===== src/hw/rtl/neighbor_table_with_aging_unit_defines.svh =====
// assertion macros shared by the neighbour table rtl
`ifndef NEIGHBOR_TABLE_WITH_AGING_UNIT_DEFINES_SVH
`define NEIGHBOR_TABLE_WITH_AGING_UNIT_DEFINES_SVH

// same-cycle implication, checked outside reset
`define NTA_ASSERT_IMP(label, clk, rst_n, ante, cons, msg) \
    label: assert property (@(posedge clk) disable iff (!rst_n) (ante) |-> (cons)) \
        else $error(msg);

// next-cycle implication, checked outside reset
`define NTA_ASSERT_NXT(label, clk, rst_n, ante, cons, msg) \
    label: assert property (@(posedge clk) disable iff (!rst_n) (ante) |=> (cons)) \
        else $error(msg);

`endif


===== src/hw/rtl/nta_pkg.sv =====
// types and constants shared by the neighbour table cells and top level
package nta_pkg;

    localparam int DATA_W   = 32;
    localparam int SEL_W    = 4;
    localparam int STATUS_W = 3;
    localparam int COUNT_W  = 5;
    localparam int OP_W     = 2;

    localparam logic [DATA_W-1:0] TIMEOUT_RESET = 32'd3000;

    typedef enum logic [OP_W-1:0] {
        OP_UPDATE = 2'd0,
        OP_SWEEP  = 2'd1,
        OP_READ   = 2'd2
    } op_t;

    typedef enum logic [1:0] {
        PH_SEARCH = 2'd0,
        PH_WRITE  = 2'd1,
        PH_SWEEP  = 2'd2,
        PH_READ   = 2'd3
    } phase_t;

    typedef enum logic [STATUS_W-1:0] {
        ST_REFRESHED = 3'd0,
        ST_INSERTED  = 3'd1,
        ST_DROPPED   = 3'd2,
        ST_SWEPT     = 3'd3,
        ST_READ      = 3'd4
    } status_t;

    typedef struct packed {
        logic [DATA_W-1:0] key;
        logic [DATA_W-1:0] lat;
        logic [DATA_W-1:0] lon;
        logic [DATA_W-1:0] speed;
        logic [DATA_W-1:0] heading;
        logic [DATA_W-1:0] gps_time;
        logic [DATA_W-1:0] rx_tick;
    } slot_t;

    typedef struct packed {
        slot_t            rec;
        logic [SEL_W-1:0] sel;
    } item_t;

    typedef struct packed {
        logic               active;
        phase_t             phase;
        logic               hit;
        logic [SEL_W-1:0]   hit_idx;
        logic               free;
        logic [SEL_W-1:0]   free_idx;
        logic [COUNT_W-1:0] removed;
        logic               rd_valid;
        slot_t              rd;
    } probe_t;

endpackage


===== src/hw/rtl/nta_cell.sv =====
// one table slot of the neighbour table, passing the probe on to the next slot
`include "neighbor_table_with_aging_unit_defines.svh"

module nta_cell #(
    parameter int SLOT_NUM = 0
) (
    input  logic                       clk,
    input  logic                       rst_n,
    input  logic [nta_pkg::DATA_W-1:0] timeout,
    input  nta_pkg::item_t             item,
    input  nta_pkg::probe_t            probe_in,
    output nta_pkg::probe_t            probe_out
);
    import nta_pkg::*;

    localparam logic [SEL_W-1:0] SLOT_LOW  = SEL_W'(SLOT_NUM);
    localparam bit               SEL_REACH = SLOT_NUM < (1 << SEL_W);

    logic              valid_reg;
    logic              valid_next;
    logic              hit_mark_reg;
    logic              hit_mark_next;
    logic              free_mark_reg;
    logic              free_mark_next;
    slot_t             rec_reg;
    logic              rec_we;
    probe_t            probe_reg;
    probe_t            probe_next;
    logic [DATA_W-1:0] age;
    logic              stale;
    logic              key_hit;
    logic              wr_sel;

    assign age     = item.rec.rx_tick - rec_reg.rx_tick;
    assign stale   = valid_reg && (age > timeout);
    assign key_hit = valid_reg && (rec_reg.key == item.rec.key);
    assign wr_sel  = probe_in.hit ? hit_mark_reg : free_mark_reg;

    always_comb
    begin
        probe_next     = probe_in;
        valid_next     = valid_reg;
        hit_mark_next  = hit_mark_reg;
        free_mark_next = free_mark_reg;
        rec_we         = 1'b0;
        if (probe_in.active)
        begin
            unique case (probe_in.phase)
                PH_SEARCH:
                begin
                    hit_mark_next  = key_hit && !probe_in.hit;
                    free_mark_next = !valid_reg && !probe_in.free;
                    if (key_hit && !probe_in.hit)
                    begin
                        probe_next.hit     = 1'b1;
                        probe_next.hit_idx = SLOT_LOW;
                    end
                    if (!valid_reg && !probe_in.free)
                    begin
                        probe_next.free     = 1'b1;
                        probe_next.free_idx = SLOT_LOW;
                    end
                end
                PH_WRITE:
                begin
                    if (wr_sel)
                    begin
                        rec_we     = 1'b1;
                        valid_next = 1'b1;
                    end
                end
                PH_SWEEP:
                begin
                    if (stale)
                    begin
                        valid_next         = 1'b0;
                        probe_next.removed = probe_in.removed + 1'b1;
                    end
                end
                PH_READ:
                begin
                    if (SEL_REACH && (item.sel == SLOT_LOW))
                    begin
                        probe_next.rd_valid = valid_reg;
                        probe_next.rd       = rec_reg;
                    end
                end
            endcase
        end
    end

    always_ff @(posedge clk or negedge rst_n)
    begin
        if (!rst_n)
        begin
            valid_reg     <= 1'b0;
            hit_mark_reg  <= 1'b0;
            free_mark_reg <= 1'b0;
            probe_reg     <= '0;
        end
        else
        begin
            valid_reg     <= valid_next;
            hit_mark_reg  <= hit_mark_next;
            free_mark_reg <= free_mark_next;
            probe_reg     <= probe_next;
        end
    end

    always_ff @(posedge clk)
    begin
        if (rec_we)
        begin
            rec_reg <= item.rec;
        end
    end

    assign probe_out = probe_reg;

    // a slot is never both the matching one and the free one
    `NTA_ASSERT_IMP(a_marks_exclusive, clk, rst_n, 1'b1, !(hit_mark_reg && free_mark_reg), "slot marked both hit and free")
    // the probe moves one cell per cycle
    `NTA_ASSERT_NXT(a_probe_hop, clk, rst_n, probe_in.active, probe_out.active, "probe lost in cell")
    // a sweep never revives an inactive slot
    `NTA_ASSERT_NXT(a_sweep_no_revive, clk, rst_n, probe_in.active && (probe_in.phase == PH_SWEEP) && !valid_reg, !valid_reg, "sweep set a slot valid")

endmodule


===== config.mk =====
export PLATFORM = sky130hd
export DESIGN_NAME = nta_cell
export DESIGN_NICKNAME = d
export VERILOG_FILES = /design/src/hw/rtl/nta_pkg.sv /design/src/hw/rtl/nta_cell.sv
export VERILOG_INCLUDE_DIRS = /design/src /design/src/hw/rtl
export SDC_FILE = /design/constraint.sdc
export NUM_CORES = 1
export LEC_CHECK = 0
export ABC_AREA = 0
export BUFFER_PORTS_ARGS = -buffer_cell sky130_fd_sc_hd__buf_4
export CORE_AREA = 2 2 294 296
export CTS_CLUSTER_DIAMETER = 150
export DETAILED_ROUTE_END_ITERATION = 6
export DIE_AREA = 0 0 296 298
export PLACE_DENSITY_LB_ADDON = 0.3
export SYNTH_ARGS = -nofsm -noshare
export SYNTH_HDL_FRONTEND = slang
export SYNTH_SLANG_ARGS = --single-unit

===== constraint.sdc =====
create_clock -name clk -period 34.2 [get_ports clk]
set_input_delay 1.71 -clock clk [delete_from_list [all_inputs] [get_ports clk]]
set_output_delay 1.71 -clock clk [all_outputs]
set_load 0.01 [all_outputs]

==> results.yml <==
drt:
  route.detailed.drc: 0
  vias: 13034
  routed_wl_um: 65270
  first_iter_violations: 572
  wl_per_cell_um: 20.42
  ant_nets: 0
  vias_per_cell: 4.077
  first_pass_iters: 5
placement:
  dp_cells: 3092
  gp_congestion: 0.8759
  post_dp_cell_area_mm2: 0.02570
  pre_cts_slack_ns: 27.97
  dpl.hpwl_um: 50850
  port_buffers: 747
grt:
  grt_pass1_wl_um: 93040
  grt.overflow.total: 0
  grt_max_degree: 74
  track_usage_pct: 14.19
  grt_use_met3_pct: 5.565
  gr-max-usage-layer: "met2"
  gr-usage-met2_pct: 25.88
  gr-usage-met1_pct: 15.07
  grt_pass1_vias: 14252
  antenna_found_initial: 11
logic_synthesis:
  synth_adder_area_share_pct: 4.394
  netlist_instances: 1222
  synthMuxAreaShare_pct: 11.89
  ys_ff_latch: 470
  synth-simple-area-share_pct: 4.562
  synth_area_leader_cell: "edfxtp_1"
  synth.avg_cell_area_um2: 15.28
  syn-cell-area_mm2: 0.01868
  ys_warn_count: 0
  synthArstFlopShare_pct: 52.34
  yosys_most_used_dff: "dfrtp_1"
  synth_top_family_by_area: "multiplexers"
  ys_seq_area_share_pct: 68.97
  synth_edf_count: 224
  synth_xor_area_share_pct: 2.720
  syn_nets: 1792
  synthTopCellsByArea: "edfxtp_1 (36%), dfrtp_1 (33%), mux2_2 (12%)"
  synth_top_area_share_pct: 36.01
  ys_types: 62
  synth_compound_area_share_pct: 5.439
clock_network:
  clk_latency_ns: 0.62
  ctsHoldBuffers: 0
  cts_max_path_buffers: 3
  htreeDepth: 2
  cts.clk_slew.worst_paths_ns: 0.06
  cts_buffers: 55
  cts_resized: 0
  cts_root_buffer: "clkbuf_16"
  post_cts_buffers: 0
  cts_num_sinks: 470
  cts_tree: "yes"
cells_and_area:
  largest_reg_flops: 243
  drive_gt1_share_pct: 50.93
  fin_nets: 2575
  stdcell_count: 3197
  postLayoutCellArea_mm2: 0.02749
  fillCellCount: 8602
  syn_to_final_growth_pct: 47.17
setup_path:
  required_ns: 34.68
  worst-path-max-fanout: 4
  critPathLaunchType: "primary input"
  rr_worst_depth: 16
  cp_num_buf_inv: 3
  crit_family: "compound AO/OA/AOI/OAI gates"
  critical_path_class: "primary input to register"
  max_stage_delay_ns: 0.63
  r2r_setup_slack_ns: 29.58
  path_cells: "buf_4 > inv_1 > ha_1 > inv_1 > fa_1 > a21oi_1 > nor2_1 > o21ai_0 > a21oi_1 > o311ai_1 > nand3_1 > xor2_1 > ha_1 > nand4_1 > nor4b_1 > a31oi_1 > nor2b_2 > mux2_4"
  timing.rr.end: "probe_out[226]$_DFF_PN0_"
  crit_slowest_cell: "nor4b_1"
  r2r-start: "rec_reg[0]$_DFFE_PP_"
  worst_ep_arrival_time_ns: 5.99
  crit_path_end_kind: "register"
sta:
  worstMarginPinSlew_ns: 1.036
  slew_violations: 0
  fmax_ghz: 0.1812
  worst_slack_ns: 28.68
  hold_viol: 0
  fin_crit_ns: 5.520
  finClkSkew_ns: 0.04536
  period_share_pct: 16.14
  max_slew_margin_pct: 30.94
  rsz0062_at_grt: "no"
  setup_tns_ns: 0
  setup_viol: 0
floorplan:
  rows: 107
  dieHeight_um: 298
  design.die.area_mm2: 0.08821
  initial_core_util_pct: 22.01
  coreArea_mm2: 0.08488
  io_pins: 748
  die_x_um: 296
power:
  sequentialPowerShare_pct: 46.2
  intPower_mw: 1.032
  p_per_area_mw_per_mm2: 48.94
  leakagePower_nw: 12.05
  clkPwrFrac_pct: 42.6
  vdd_drop_max_mv: 0.03958
  netSwitchingFraction_pct: 23.26
  p_total_mw: 1.345
  p_sw_uw: 313.0
  combPwrFrac_pct: 11.2
job:
  maxCapViolCount: 0
worst_hold_path:
  hold_path_class: "register to register"
  hp-start: "rec_reg[48]$_DFFE_PP_"
  holdPathEnd: "probe_out[48]$_DFF_PN0_"
  hold_path_depth: 1
outcome:
  status: "complete, no violations"
## power groups by stage
stage	clock network, mW	logic, mW	registers [mW]
after global placement	0	0.150	0.633
after floorplan	0	0.0468	0.641
after CTS	0.593	0.153	0.622
after global routing	0.613	0.164	0.624
final	0.573	0.150	0.622
after detailed placement	0	0.152	0.633
## cells in the mapped netlist, types with 5 or more instances
| master | instances |
|---|---|
| nand3_1 | 13 |
| inv_1 | 69 |
| nand4_1 | 15 |
| o21a_1 | 10 |
| nor3_1 | 16 |
| o211ai_1 | 5 |
| nand2_1 | 57 |
| a21boi_1 | 5 |
| a21oi_1 | 35 |
| edfxtp_1 | 224 |
| mux2_2 | 195 |
| dfrtp_1 | 246 |
| ha_1 | 64 |
| o21ai_0 | 42 |
| and3_1 | 5 |
| a21o_1 | 15 |
| nor2b_1 | 10 |
| nor2_1 | 37 |
| xor2_1 | 20 |
| clkbuf_1 | 29 |
| o21ai_1 | 6 |
| xnor2_1 | 38 |
| and2_1 | 7 |
| a31oi_1 | 5 |
## stage by stage
stage / utilization (%) / hold slack (ns)
floorplan: - / 0.4467
global placement: 30.28 / 0.4565
detailed placement: 30.28 / 0.4641
CTS: 32.38 / 0.4626
global route: 32.38 / 0.4754
finish: 32.39 / 0.4725
## worst register-to-register path: cells and delay by family (launching register included)
family / cells / cell delay [ns]
buffers and inverters: 1 / 0.06
flip-flops: 1 / 0.37
AND/OR/NAND/NOR: 5 / 1.26
XOR/XNOR: 1 / 0.17
multiplexers: 1 / 0.31
AO/OA/AOI/OAI: 5 / 1.48
adder cells (fa/ha/maj): 3 / 0.86
## cell families (layout without fill, tap and decap cells)
group	Yosys count	after routing
multiplexers	197	197
flip-flops	470	470
AO/OA/AOI/OAI	155	155
other	0	3
adder cells (fa/ha/maj)	65	65
XOR/XNOR	58	58
buffers and inverters	100	928
AND/OR/NAND/NOR	177	177
## worst max-delay path by stage
stage	startpoint	to	slack [ns]	cells after the start
3_5_place_dp	item[4]	probe_out[226]$_DFF_PN0_	27.97	18
5_1_grt	item[4]	probe_out[226]$_DFF_PN0_	28.31	18
3_3_place_gp	item[4]	probe_out[226]$_DFF_PN0_	28.01	18
2_1_floorplan	probe_in[241]	rec_reg[0]$_DFFE_PP_	15.96	1
4_1_cts	item[4]	probe_out[226]$_DFF_PN0_	28.61	18
6_report	item[4]	probe_out[226]$_DFF_PN0_	28.68	18
## cell usage in the layout, fill, tap and decap left out, types with 35 or more instances in the layout
cell type / n
nor2_1: 37
edfxtp_1: 224
buf_4: 756
clkbuf_16: 56
ha_1: 64
nand2_1: 57
xnor2_1: 38
o21ai_0: 42
dfrtp_1: 246
mux2_2: 195
inv_1: 69
a21oi_1: 35
## routing by layer
layer,vias to the layer above,share of wire (%)
met5,-,0.098
met4,10,2.1
met3,87,9.6
met2,513,52
met1,6438,36
li1,5986,-
## layout make-up
cell class / instances / area (um^2) / share of cell area, %
flip-flops and latches: 470 / 12880 / 46.86
repair buffers: 757 / 5690 / 20.70
multi-input cells: 652 / 5435 / 19.77
clock buffers: 83 / 1583 / 5.758
well taps: 1144 / 1431 / 5.207
inverters: 69 / 259.0 / 0.9422
clock inverters: 19 / 200.2 / 0.7283
diodes: 3 / 7.507 / 0.02731
Note: power is estimated with default switching activity, not from simulation.
